<file path="src/rtl/core/hpool_pkg.sv">
// Shared types and constants for the handle pool core.
`default_nettype none

package hpool_pkg;

    // Field widths
    localparam int unsigned HANDLE_W      = 8;
    localparam int unsigned COUNT_W       = 9;
    localparam int unsigned KIND_W        = 2;
    localparam int unsigned POOL_SIZE_DEF = 256;

    // Request kind codes on the input side
    localparam logic [KIND_W-1:0] KIND_ALLOC   = 2'd0;
    localparam logic [KIND_W-1:0] KIND_TRY     = 2'd1;
    localparam logic [KIND_W-1:0] KIND_RELEASE = 2'd2;

    // Decoded operation, one-hot
    typedef enum logic [3:0] {
        OP_ALLOC = 4'b0001,
        OP_TRY   = 4'b0010,
        OP_REL   = 4'b0100,
        OP_NOP   = 4'b1000
    } op_t;

    // Result status codes
    typedef enum logic [1:0] {
        ST_OK        = 2'd0,
        ST_EMPTY     = 2'd1,
        ST_INVALID   = 2'd2,
        ST_EXHAUSTED = 2'd3
    } status_t;

    // Classified request handed from front to back
    typedef struct packed {
        op_t                 op;
        logic [HANDLE_W-1:0] handle;
    } cmd_t;

    // One result item
    typedef struct packed {
        logic [COUNT_W-1:0]  released;
        logic [COUNT_W-1:0]  live;
        status_t             status;
        logic [HANDLE_W-1:0] handle;
    } result_t;

endpackage

`default_nettype wire

</file>
<file path="src/rtl/core/fifo_free_list_handle_pool_core.sv">
// Top level of the handle pool: front decode, command queue, back executor.
// A request passes through a command queue entry, the back end's fetch and execute states
// (around the registered read of the free-list memory) and the result register before it
// shows on m_tvalid. The back end takes no new request until the last one is committed.
// Reset: rst_n clears pointers, counts, the live bitmap and all valid flags at once;
// the free-list memory is not cleared and there is no clearing pass.
`default_nettype none

module fifo_free_list_handle_pool_core #(
    parameter int unsigned POOL_SIZE = hpool_pkg::POOL_SIZE_DEF
) (
    input  wire logic        clk,
    input  wire logic        rst_n,
    input  wire logic        s_tvalid,
    output logic             s_tready,
    input  wire logic [7:0]  s_tdata,   // [7:0] handle_in
    input  wire logic [1:0]  s_tuser,   // [1:0] kind
    output logic             m_tvalid,
    input  wire logic        m_tready,
    output logic [31:0]      m_tdata    // [7:0] handle_out, [9:8] status,
                                        // [18:10] live_count, [27:19] released_count
);
    import hpool_pkg::*;

    logic    f_valid;
    logic    f_ready;
    cmd_t    f_cmd;
    logic    b_valid;
    logic    b_ready;
    cmd_t    b_cmd;
    result_t result;

    hpool_front u_front (
        .s_tvalid  (s_tvalid),
        .s_tready  (s_tready),
        .s_tdata   (s_tdata),
        .s_tuser   (s_tuser),
        .cmd_valid (f_valid),
        .cmd_ready (f_ready),
        .cmd       (f_cmd)
    );

    hpool_cmdq u_cmdq (
        .clk       (clk),
        .rst_n     (rst_n),
        .in_valid  (f_valid),
        .in_ready  (f_ready),
        .in_cmd    (f_cmd),
        .out_valid (b_valid),
        .out_ready (b_ready),
        .out_cmd   (b_cmd)
    );

    hpool_back #(
        .POOL_SIZE (POOL_SIZE)
    ) u_back (
        .clk        (clk),
        .rst_n      (rst_n),
        .cmd_valid  (b_valid),
        .cmd_ready  (b_ready),
        .cmd        (b_cmd),
        .out_valid  (m_tvalid),
        .out_ready  (m_tready),
        .out_result (result)
    );

    // Result packing, zero padded to 32 bits
    assign m_tdata = {4'b0000, result.released, result.live, result.status, result.handle};

endmodule

`default_nettype wire

</file>
<file path="src/rtl/core/hpool_front.sv">
// Front end: takes requests from the input stream and decodes their kind.
`default_nettype none

module hpool_front (
    input  wire logic                                s_tvalid,
    output logic                                     s_tready,
    input  wire logic [hpool_pkg::HANDLE_W-1:0]      s_tdata,
    input  wire logic [hpool_pkg::KIND_W-1:0]        s_tuser,
    output logic                                     cmd_valid,
    input  wire logic                                cmd_ready,
    output hpool_pkg::cmd_t                          cmd
);
    import hpool_pkg::*;

    // Kind decode; unused code becomes a no-op
    always_comb
    begin
        cmd.handle = s_tdata;
        unique case (s_tuser)
            KIND_ALLOC:   cmd.op = OP_ALLOC;
            KIND_TRY:     cmd.op = OP_TRY;
            KIND_RELEASE: cmd.op = OP_REL;
            default:      cmd.op = OP_NOP;
        endcase
    end

    // Flow control follows the command queue
    assign cmd_valid = s_tvalid;
    assign s_tready  = cmd_ready;

endmodule

`default_nettype wire

</file>
<file path="src/rtl/core/hpool_cmdq.sv">
// Two-entry command queue between the front and back ends.
`default_nettype none

module hpool_cmdq (
    input  wire logic            clk,
    input  wire logic            rst_n,
    input  wire logic            in_valid,
    output logic                 in_ready,
    input  hpool_pkg::cmd_t      in_cmd,
    output logic                 out_valid,
    input  wire logic            out_ready,
    output hpool_pkg::cmd_t      out_cmd
);
    import hpool_pkg::*;

    cmd_t       q_reg [2];
    logic       wr_ptr_reg;
    logic       wr_ptr_next;
    logic       rd_ptr_reg;
    logic       rd_ptr_next;
    logic [1:0] count_reg;
    logic [1:0] count_next;
    logic       push;
    logic       pop;

    assign in_ready  = (count_reg != 2'd2);
    assign out_valid = (count_reg != 2'd0);
    assign out_cmd   = q_reg[rd_ptr_reg];
    assign push      = in_valid && in_ready;
    assign pop       = out_valid && out_ready;

    // Pointer and occupancy update
    always_comb
    begin
        wr_ptr_next = push ? ~wr_ptr_reg : wr_ptr_reg;
        rd_ptr_next = pop ? ~rd_ptr_reg : rd_ptr_reg;
        count_next  = count_reg + {1'b0, push} - {1'b0, pop};
    end

    always_ff @(posedge clk or negedge rst_n)
    begin
        if (!rst_n)
        begin
            wr_ptr_reg <= 1'b0;
            rd_ptr_reg <= 1'b0;
            count_reg  <= 2'd0;
        end
        else
        begin
            wr_ptr_reg <= wr_ptr_next;
            rd_ptr_reg <= rd_ptr_next;
            count_reg  <= count_next;
        end
    end

    // Entry storage
    always_ff @(posedge clk)
    begin
        if (push)
        begin
            q_reg[wr_ptr_reg] <= in_cmd;
        end
    end

endmodule

`default_nettype wire

</file>
<file path="src/rtl/core/hpool_back.sv">
// Back end: free-list memory, live bitmap, counters and the result register.
`default_nettype none

module hpool_back #(
    parameter int unsigned POOL_SIZE = hpool_pkg::POOL_SIZE_DEF
) (
    input  wire logic            clk,
    input  wire logic            rst_n,
    input  wire logic            cmd_valid,
    output logic                 cmd_ready,
    input  hpool_pkg::cmd_t      cmd,
    output logic                 out_valid,
    input  wire logic            out_ready,
    output hpool_pkg::result_t   out_result
);
    import hpool_pkg::*;

    // Only handles below 256 can come back, so queue and bitmap stop there
    localparam int unsigned QD  = (POOL_SIZE < 256) ? POOL_SIZE : 256;
    localparam int unsigned QAW = $clog2(QD);
    localparam int unsigned MW  = $clog2(POOL_SIZE + 1);

    typedef enum logic [1:0] {
        B_FETCH = 2'b01,
        B_EXEC  = 2'b10
    } bstate_t;

    bstate_t              state_reg;
    bstate_t              state_next;
    cmd_t                 cur_reg;
    cmd_t                 cur_next;
    logic [HANDLE_W-1:0]  fq_mem [QD];
    logic [HANDLE_W-1:0]  rd_data_reg;
    logic [QAW-1:0]       head_reg;
    logic [QAW-1:0]       head_next;
    logic [QAW-1:0]       tail_reg;
    logic [QAW-1:0]       tail_next;
    logic [COUNT_W-1:0]   fill_reg;
    logic [COUNT_W-1:0]   fill_next;
    logic [COUNT_W-1:0]   live_reg;
    logic [COUNT_W-1:0]   live_next;
    logic [MW-1:0]        minted_reg;
    logic [MW-1:0]        minted_next;
    logic [QD-1:0]        live_map_reg;
    logic                 out_valid_reg;
    result_t              out_result_reg;
    logic [HANDLE_W-1:0]  res_handle;
    status_t              res_status;
    logic                 out_free;
    logic                 commit;
    logic                 do_pop;
    logic                 do_mint;
    logic                 do_rel;
    logic                 do_push;
    logic                 rel_in_pool;
    logic                 can_mint;
    logic                 mint_in_map;
    logic [QAW-1:0]       rel_idx;

    assign out_free   = !out_valid_reg || out_ready;
    assign out_valid  = out_valid_reg;
    assign out_result = out_result_reg;

    // Fetch / execute sequencer
    always_comb
    begin
        state_next = state_reg;
        cur_next   = cur_reg;
        cmd_ready  = 1'b0;
        commit     = 1'b0;
        unique case (state_reg)
            B_FETCH:
            begin
                cmd_ready = 1'b1;
                if (cmd_valid)
                begin
                    cur_next   = cmd;
                    state_next = B_EXEC;
                end
            end
            B_EXEC:
            begin
                if (out_free)
                begin
                    commit     = 1'b1;
                    state_next = B_FETCH;
                end
            end
            default: state_next = B_FETCH;
        endcase
    end

    // Request decision
    assign rel_in_pool = ({{(32-HANDLE_W){1'b0}}, cur_reg.handle} < 32'(POOL_SIZE));
    assign rel_idx     = cur_reg.handle[QAW-1:0];
    assign can_mint    = (minted_reg < MW'(POOL_SIZE));
    assign mint_in_map = (minted_reg < MW'(QD));

    always_comb
    begin
        do_pop     = 1'b0;
        do_mint    = 1'b0;
        do_rel     = 1'b0;
        res_handle = '0;
        res_status = ST_OK;
        unique case (cur_reg.op)
            OP_ALLOC, OP_TRY:
            begin
                if (fill_reg != '0)
                begin
                    do_pop     = 1'b1;
                    res_handle = rd_data_reg;
                end
                else if (cur_reg.op == OP_TRY)
                begin
                    res_status = ST_EMPTY;
                end
                else if (can_mint)
                begin
                    do_mint    = 1'b1;
                    res_handle = HANDLE_W'(minted_reg);
                end
                else
                begin
                    res_status = ST_EXHAUSTED;
                end
            end
            OP_REL:
            begin
                if (!rel_in_pool || !live_map_reg[rel_idx])
                begin
                    res_status = ST_INVALID;
                end
                else
                begin
                    do_rel = 1'b1;
                end
            end
            default: res_status = ST_OK;
        endcase
        do_push = do_rel && (fill_reg < COUNT_W'(QD));
    end

    // Counter and pointer updates on commit
    always_comb
    begin
        head_next   = head_reg;
        tail_next   = tail_reg;
        fill_next   = fill_reg;
        live_next   = live_reg;
        minted_next = minted_reg;
        if (commit)
        begin
            if (do_pop)
            begin
                head_next = (head_reg == QAW'(QD - 1)) ? '0 : head_reg + 1'b1;
                fill_next = fill_reg - 1'b1;
                live_next = live_reg + 1'b1;
            end
            if (do_mint)
            begin
                minted_next = minted_reg + 1'b1;
                live_next   = live_reg + 1'b1;
            end
            if (do_rel)
            begin
                live_next = live_reg - 1'b1;
            end
            if (do_push)
            begin
                tail_next = (tail_reg == QAW'(QD - 1)) ? '0 : tail_reg + 1'b1;
                fill_next = fill_reg + 1'b1;
            end
        end
    end

    // Control state
    always_ff @(posedge clk or negedge rst_n)
    begin
        if (!rst_n)
        begin
            state_reg     <= B_FETCH;
            head_reg      <= '0;
            tail_reg      <= '0;
            fill_reg      <= '0;
            live_reg      <= '0;
            minted_reg    <= '0;
            out_valid_reg <= 1'b0;
        end
        else
        begin
            state_reg  <= state_next;
            head_reg   <= head_next;
            tail_reg   <= tail_next;
            fill_reg   <= fill_next;
            live_reg   <= live_next;
            minted_reg <= minted_next;
            if (commit)
            begin
                out_valid_reg <= 1'b1;
            end
            else if (out_ready)
            begin
                out_valid_reg <= 1'b0;
            end
        end
    end

    // Live bitmap: set on grant, cleared on good release
    always_ff @(posedge clk or negedge rst_n)
    begin
        if (!rst_n)
        begin
            live_map_reg <= '0;
        end
        else if (commit)
        begin
            if (do_pop)
            begin
                live_map_reg[rd_data_reg[QAW-1:0]] <= 1'b1;
            end
            if (do_mint && mint_in_map)
            begin
                live_map_reg[minted_reg[QAW-1:0]] <= 1'b1;
            end
            if (do_rel)
            begin
                live_map_reg[rel_idx] <= 1'b0;
            end
        end
    end

    // Payload registers; counts in the result are the post-update values
    always_ff @(posedge clk)
    begin
        cur_reg <= cur_next;
        if (commit)
        begin
            out_result_reg <= '{released: fill_next, live: live_next,
                                status: res_status, handle: res_handle};
        end
    end

    // Free-list memory, head slot read every cycle
    always_ff @(posedge clk)
    begin
        if (commit && do_push)
        begin
            fq_mem[tail_reg] <= cur_reg.handle;
        end
        rd_data_reg <= fq_mem[head_reg];
    end

`ifndef NO_ASSERTIONS
    a_fill_bound: assert property (@(posedge clk) disable iff (!rst_n)
        fill_reg <= COUNT_W'(QD))
        else $error("free list fill beyond capacity");

    a_pop_drains: assert property (@(posedge clk) disable iff (!rst_n)
        commit && do_pop |=> fill_reg == $past(fill_reg) - 1'b1)
        else $error("pop did not reduce fill");

    a_fail_zero: assert property (@(posedge clk) disable iff (!rst_n)
        out_valid_reg && out_result_reg.status != ST_OK |-> out_result_reg.handle == '0)
        else $error("failed request returned a handle");
`endif

endmodule

`default_nettype wire

</file>
<file path="config.mk">
export PLATFORM = sky130hd
export DESIGN_NAME = fifo_free_list_handle_pool_core
export DESIGN_NICKNAME = d
export VERILOG_FILES = /design/src/rtl/core/hpool_pkg.sv /design/src/rtl/core/fifo_free_list_handle_pool_core.sv /design/src/rtl/core/hpool_front.sv /design/src/rtl/core/hpool_cmdq.sv /design/src/rtl/core/hpool_back.sv
export SDC_FILE = /design/constraint.sdc
export NUM_CORES = 2
export LEC_CHECK = 0
export BUFFER_PORTS_ARGS = -buffer_cell sky130_fd_sc_hd__buf_4
export CORE_AREA = 2 2 586 588
export CTS_CLUSTER_SIZE = 40
export DETAILED_ROUTE_END_ITERATION = 12
export DIE_AREA = 0 0 588 590
export PLACE_DENSITY = 0.5
export SLEW_MARGIN = 5
export SYNTH_ARGS = -nofsm -noshare
export SYNTH_HDL_FRONTEND = slang
export SYNTH_HIERARCHICAL = 1
export SYNTH_SLANG_ARGS = --single-unit
</file>
<file path="constraint.sdc">
create_clock -name clk -period 9.25 [get_ports clk]
set_clock_uncertainty 0.1 [all_clocks]
set_input_delay 0.925 -clock clk [delete_from_list [all_inputs] [get_ports clk]]
set_output_delay 0.925 -clock clk [all_outputs]
set_load 0.01 [all_outputs]
</file>
==> impl_metrics.py <==
metrics = {
    "run_status": {
        "outcome": "finished, violations left",
        "violations": "negative hold slack",
    },
    "clocking": {
        "max_clock_buf_depth": 4,
        "postCtsResizedCells": 0,
        "clock_root_buffer": "clkbuf_16",
        "ctsHoldBuffers": 0,
        "clk_latency_ns": 0.90,
        "tritoncts": "yes",
        "clk_transition_reported_paths_ns": 0.06,
        "clock_sinks": 2426,
        "cts_inserted_buffers": 272,
        "ctsHtreeMaxLevel": 5,
        "post_cts_buffers": 0,
    },
    "global_routing": {
        "overflow": 0,
        "grt_start_max_net_pins": 180,
        "number_of_global_route_vias_before_repair": 56560,
        "grt_pass1_wl_um": 423900,
        "grt.total_usage": 0.1657,
        "grt_antenna_before_repair": 16,
    },
    "synthesis": {
        "synth-compound-area-share": 0.05014,
        "synth_enable_flop_cells": 2112,
        "synth_area_leaders": "edfxtp_1, mux4_2, dfrtp_1",
        "synth_top_area_share": 0.6220,
        "synthAdderAreaFrac": 0.001841,
        "async_flop_share": 0.1261,
        "ys_ff_latch": 2426,
        "post_synth_instance_area_mm2": 0.1020,
        "synth_top_family_by_area": "multiplexers",
        "syn_area_per_cell_um2": 18.40,
        "synth_flop_cell": "edfxtp_1",
        "yosys.area_share.xor_xnor": 0.002835,
        "cells_after_synth": 5543,
        "synth_cell_type_count": 77,
        "yosysTopAreaCell": "edfxtp_1",
        "synth_mux_area_frac": 0.1658,
        "synth_sequential_area_ratio": 0.6987,
        "yosys_warnings": 6,
        "synth_simple_gate_area_share": 0.05815,
    },
    "setup_path": {
        "timing.reg2reg.setup_slack_ns": 3.62,
        "worstSetupStartpointType": "flip-flop",
        "worst_setup_path_end_kind": "flip-flop",
        "worstReg2RegEnd": "u_back/out_result[11]$_DFFE_PP_",
        "reg2regPathDepth": 11,
        "worst_endpoint_required_time_ns": 9.85,
        "worst-setup-path-type": "flip-flop to flip-flop",
        "critPathArrivalTime_ns": 6.23,
        "timing.critical_path.fanout_max": 171,
        "worstReg2RegStart": "u_back/rel_idx[3]$_DFFE_PP_",
    },
    "layout": {
        "fill_cells": 32140,
        "stdcell_area_mm2": 0.1161,
        "final_cell_mix": "edfxtp_1, mux4_2, nor2_1",
        "antennaDiodeCount": 0,
        "drive_gt1_frac": 0.2614,
        "largest_register_ff_count": 2048,
        "layout.cells.most_common": "edfxtp_1",
        "design.final.nets": 5558,
        "synthToLayoutAreaGrowth_pct": 13.84,
    },
    "pwr": {
        "net-switching-power_w": 0.01068,
        "power.share.sequential": 0.415,
        "static-leakage-power_nw": 34.79,
        "fin_total_pwr_w": 0.03323,
        "share_of_total_power_in_the_clock_network": 0.320,
        "cellPowerDensity_mw_per_mm2": 286.3,
        "internal_power_w": 0.02255,
        "switching_power_as_a_share_of_total_power": 0.3214,
        "pwr-share-comb": 0.265,
        "max-vdd-ir-drop_v": 0.0003374,
    },
    "routing": {
        "drtIter0Drc": 6250,
        "aggregate_routed_wire_length_um": 293600,
        "drt-wirelength-per-cell_um": 28.51,
        "detail_route.vias_per_cell": 5.443,
        "routed_via_count": 56040,
        "wirelength_met1_um": 124600,
        "post-route-drc-count": 0,
        "wl_met2_um": 140300,
        "routed.top_layer": "met5",
        "detailedRoute.firstPassIterationCount": 6,
        "wl_met3_um": 20610,
        "ant_nets": 0,
    },
    "place": {
        "place.port_buffers": 43,
        "postPlaceCellArea_mm2": 0.1074,
        "globalplace.congestion": 0.8394,
        "place_hpwl_um": 167800,
    },
    "floorplan": {
        "core.rowCount": 215,
        "core_area_mm2": 0.3411,
        "die-area_mm2": 0.3469,
        "initial_core_utilization": 0.2989,
        "ioPinCount": 48,
        "die_w_um": 588,
        "die_height_um": 590,
    },
    "run": {
        "drv.max_cap_violation_count": 0,
    },
    "timing": {
        "setup_repair_after_global_routing_missed_its_margin": "no",
        "finalSetupTns_ns": 0,
        "timing.final.max_slew_violations": 0,
        "timing_worst_slew_pin_value_ns": 1.332,
        "fmaxAchievable_mhz": 177.6,
        "timing.final.crit_period_ns": 5.630,
        "fin_hold_ws_ns": -0.007265,
        "hold_viol": 5,
        "finalCritPeriodShare": 0.6087,
        "finalSetupViolations": 0,
        "relSlewSlack": 0.1070,
    },
    "min_path": {
        "min_path_type": "primary input to async pin",
    },
}
-- stage by stage --
step	utilization	setup WS, ns	cells
3_3_place_gp	0.3148	3.768	9812
2_1_floorplan	-	1.889	5546
6_report	0.3403	3.620	10300
4_1_cts	0.3402	3.774	10300
3_5_place_dp	0.3148	3.789	9812
5_1_grt	0.3403	3.501	10300
-- layer usage --
layer	vias up	global-route usage
li1	23020	-
met1	30140	0.2298
met2	2361	0.2677
met3	519	0.02918
met4	2	0.04518
met5	-	0
-- critical path, cell delays in order, from the launching register on --
cell	delay, ns
edfxtp_1	0.37
buf_12	0.57
mux4_1	0.68
mux4_2	0.46
nand2b_1	0.19
a31oi_1	0.37
a31oi_1	0.15
o41ai_4	0.71
or3_4	0.52
buf_12	0.51
a31oi_1	0.19
o21ai_0	0.16
-- Yosys cell counts, types with 15 or more instances --
cell type  count
a211oi_1      23
a21oi_1      122
a221oi_1     240
a22o_1        17
a31oi_1       41
buf_1         55
buf_2         37
buf_4         21
buf_6         40
clkbuf_1     306
dfrtp_1      305
edfxtp_1    2112
ha_1          15
inv_1         18
mux2i_1       58
mux4_2       713
nand2_1      304
nand2b_1      24
nand3_1       50
nor2_1       316
nor2b_1       39
nor3_1       126
nor4_1        49
nor4_2       132
o21ai_0       81
o31ai_1      137
xnor2_1       22
-- worst max path at each step --
stage          depth (start not counted)  slack [ns]                         endpoint                         from
5_1_grt                               10        3.50  u_back/fq_mem[158][2]$_DFFE_PP_  u_back/rel_idx[3]$_DFFE_PP_
2_1_floorplan                         15        1.89  u_back/fq_mem[195][0]$_DFFE_PP_  u_back/rel_idx[1]$_DFFE_PP_
3_5_place_dp                          10        3.79   u_back/fq_mem[29][0]$_DFFE_PP_  u_back/rel_idx[3]$_DFFE_PP_
6_report                              11        3.62  u_back/out_result[11]$_DFFE_PP_  u_back/rel_idx[3]$_DFFE_PP_
3_3_place_gp                          10        3.77  u_back/fq_mem[173][4]$_DFFE_PP_  u_back/rel_idx[3]$_DFFE_PP_
4_1_cts                               10        3.77  u_back/fq_mem[141][0]$_DFFE_PP_  u_back/rel_idx[3]$_DFFE_PP_
-- power by group through the flow --
stage | logic, W | registers [W] | clock network (W)
floorplan | 0.00493 | 0.0147 | 0
global placement | 0.00889 | 0.0140 | 0
detailed placement | 0.00896 | 0.0140 | 0
CTS | 0.00896 | 0.0138 | 0.0109
global route | 0.00931 | 0.0138 | 0.0113
finish | 0.00881 | 0.0138 | 0.0106
-- layout make-up --
| class | instances | area, um2 | share of cell area |
|---|---|---|---|
| flip-flops and latches | 2426 | 71260 | 0.6139 |
| multi-input cells | 2637 | 28800 | 0.2481 |
| clock buffers | 344 | 7273 | 0.06266 |
| well taps | 4557 | 5702 | 0.04912 |
| repair buffers | 172 | 1549 | 0.01334 |
| clock inverters | 140 | 1413 | 0.01217 |
| inverters | 20 | 81.33 | 0.0007006 |
-- logic make-up (layout without fill, tap and decap cells) --
logic type / after synthesis / after routing
mux: 791 / 791
xor+xnor: 33 / 33
buf+inv: 483 / 676
flops: 2426 / 2426
other cells: 1 / 4
compound gates: 701 / 701
fa+ha+maj: 15 / 15
simple gates: 1093 / 1093
No activity file was read; power rests on OpenSTA's default activity.
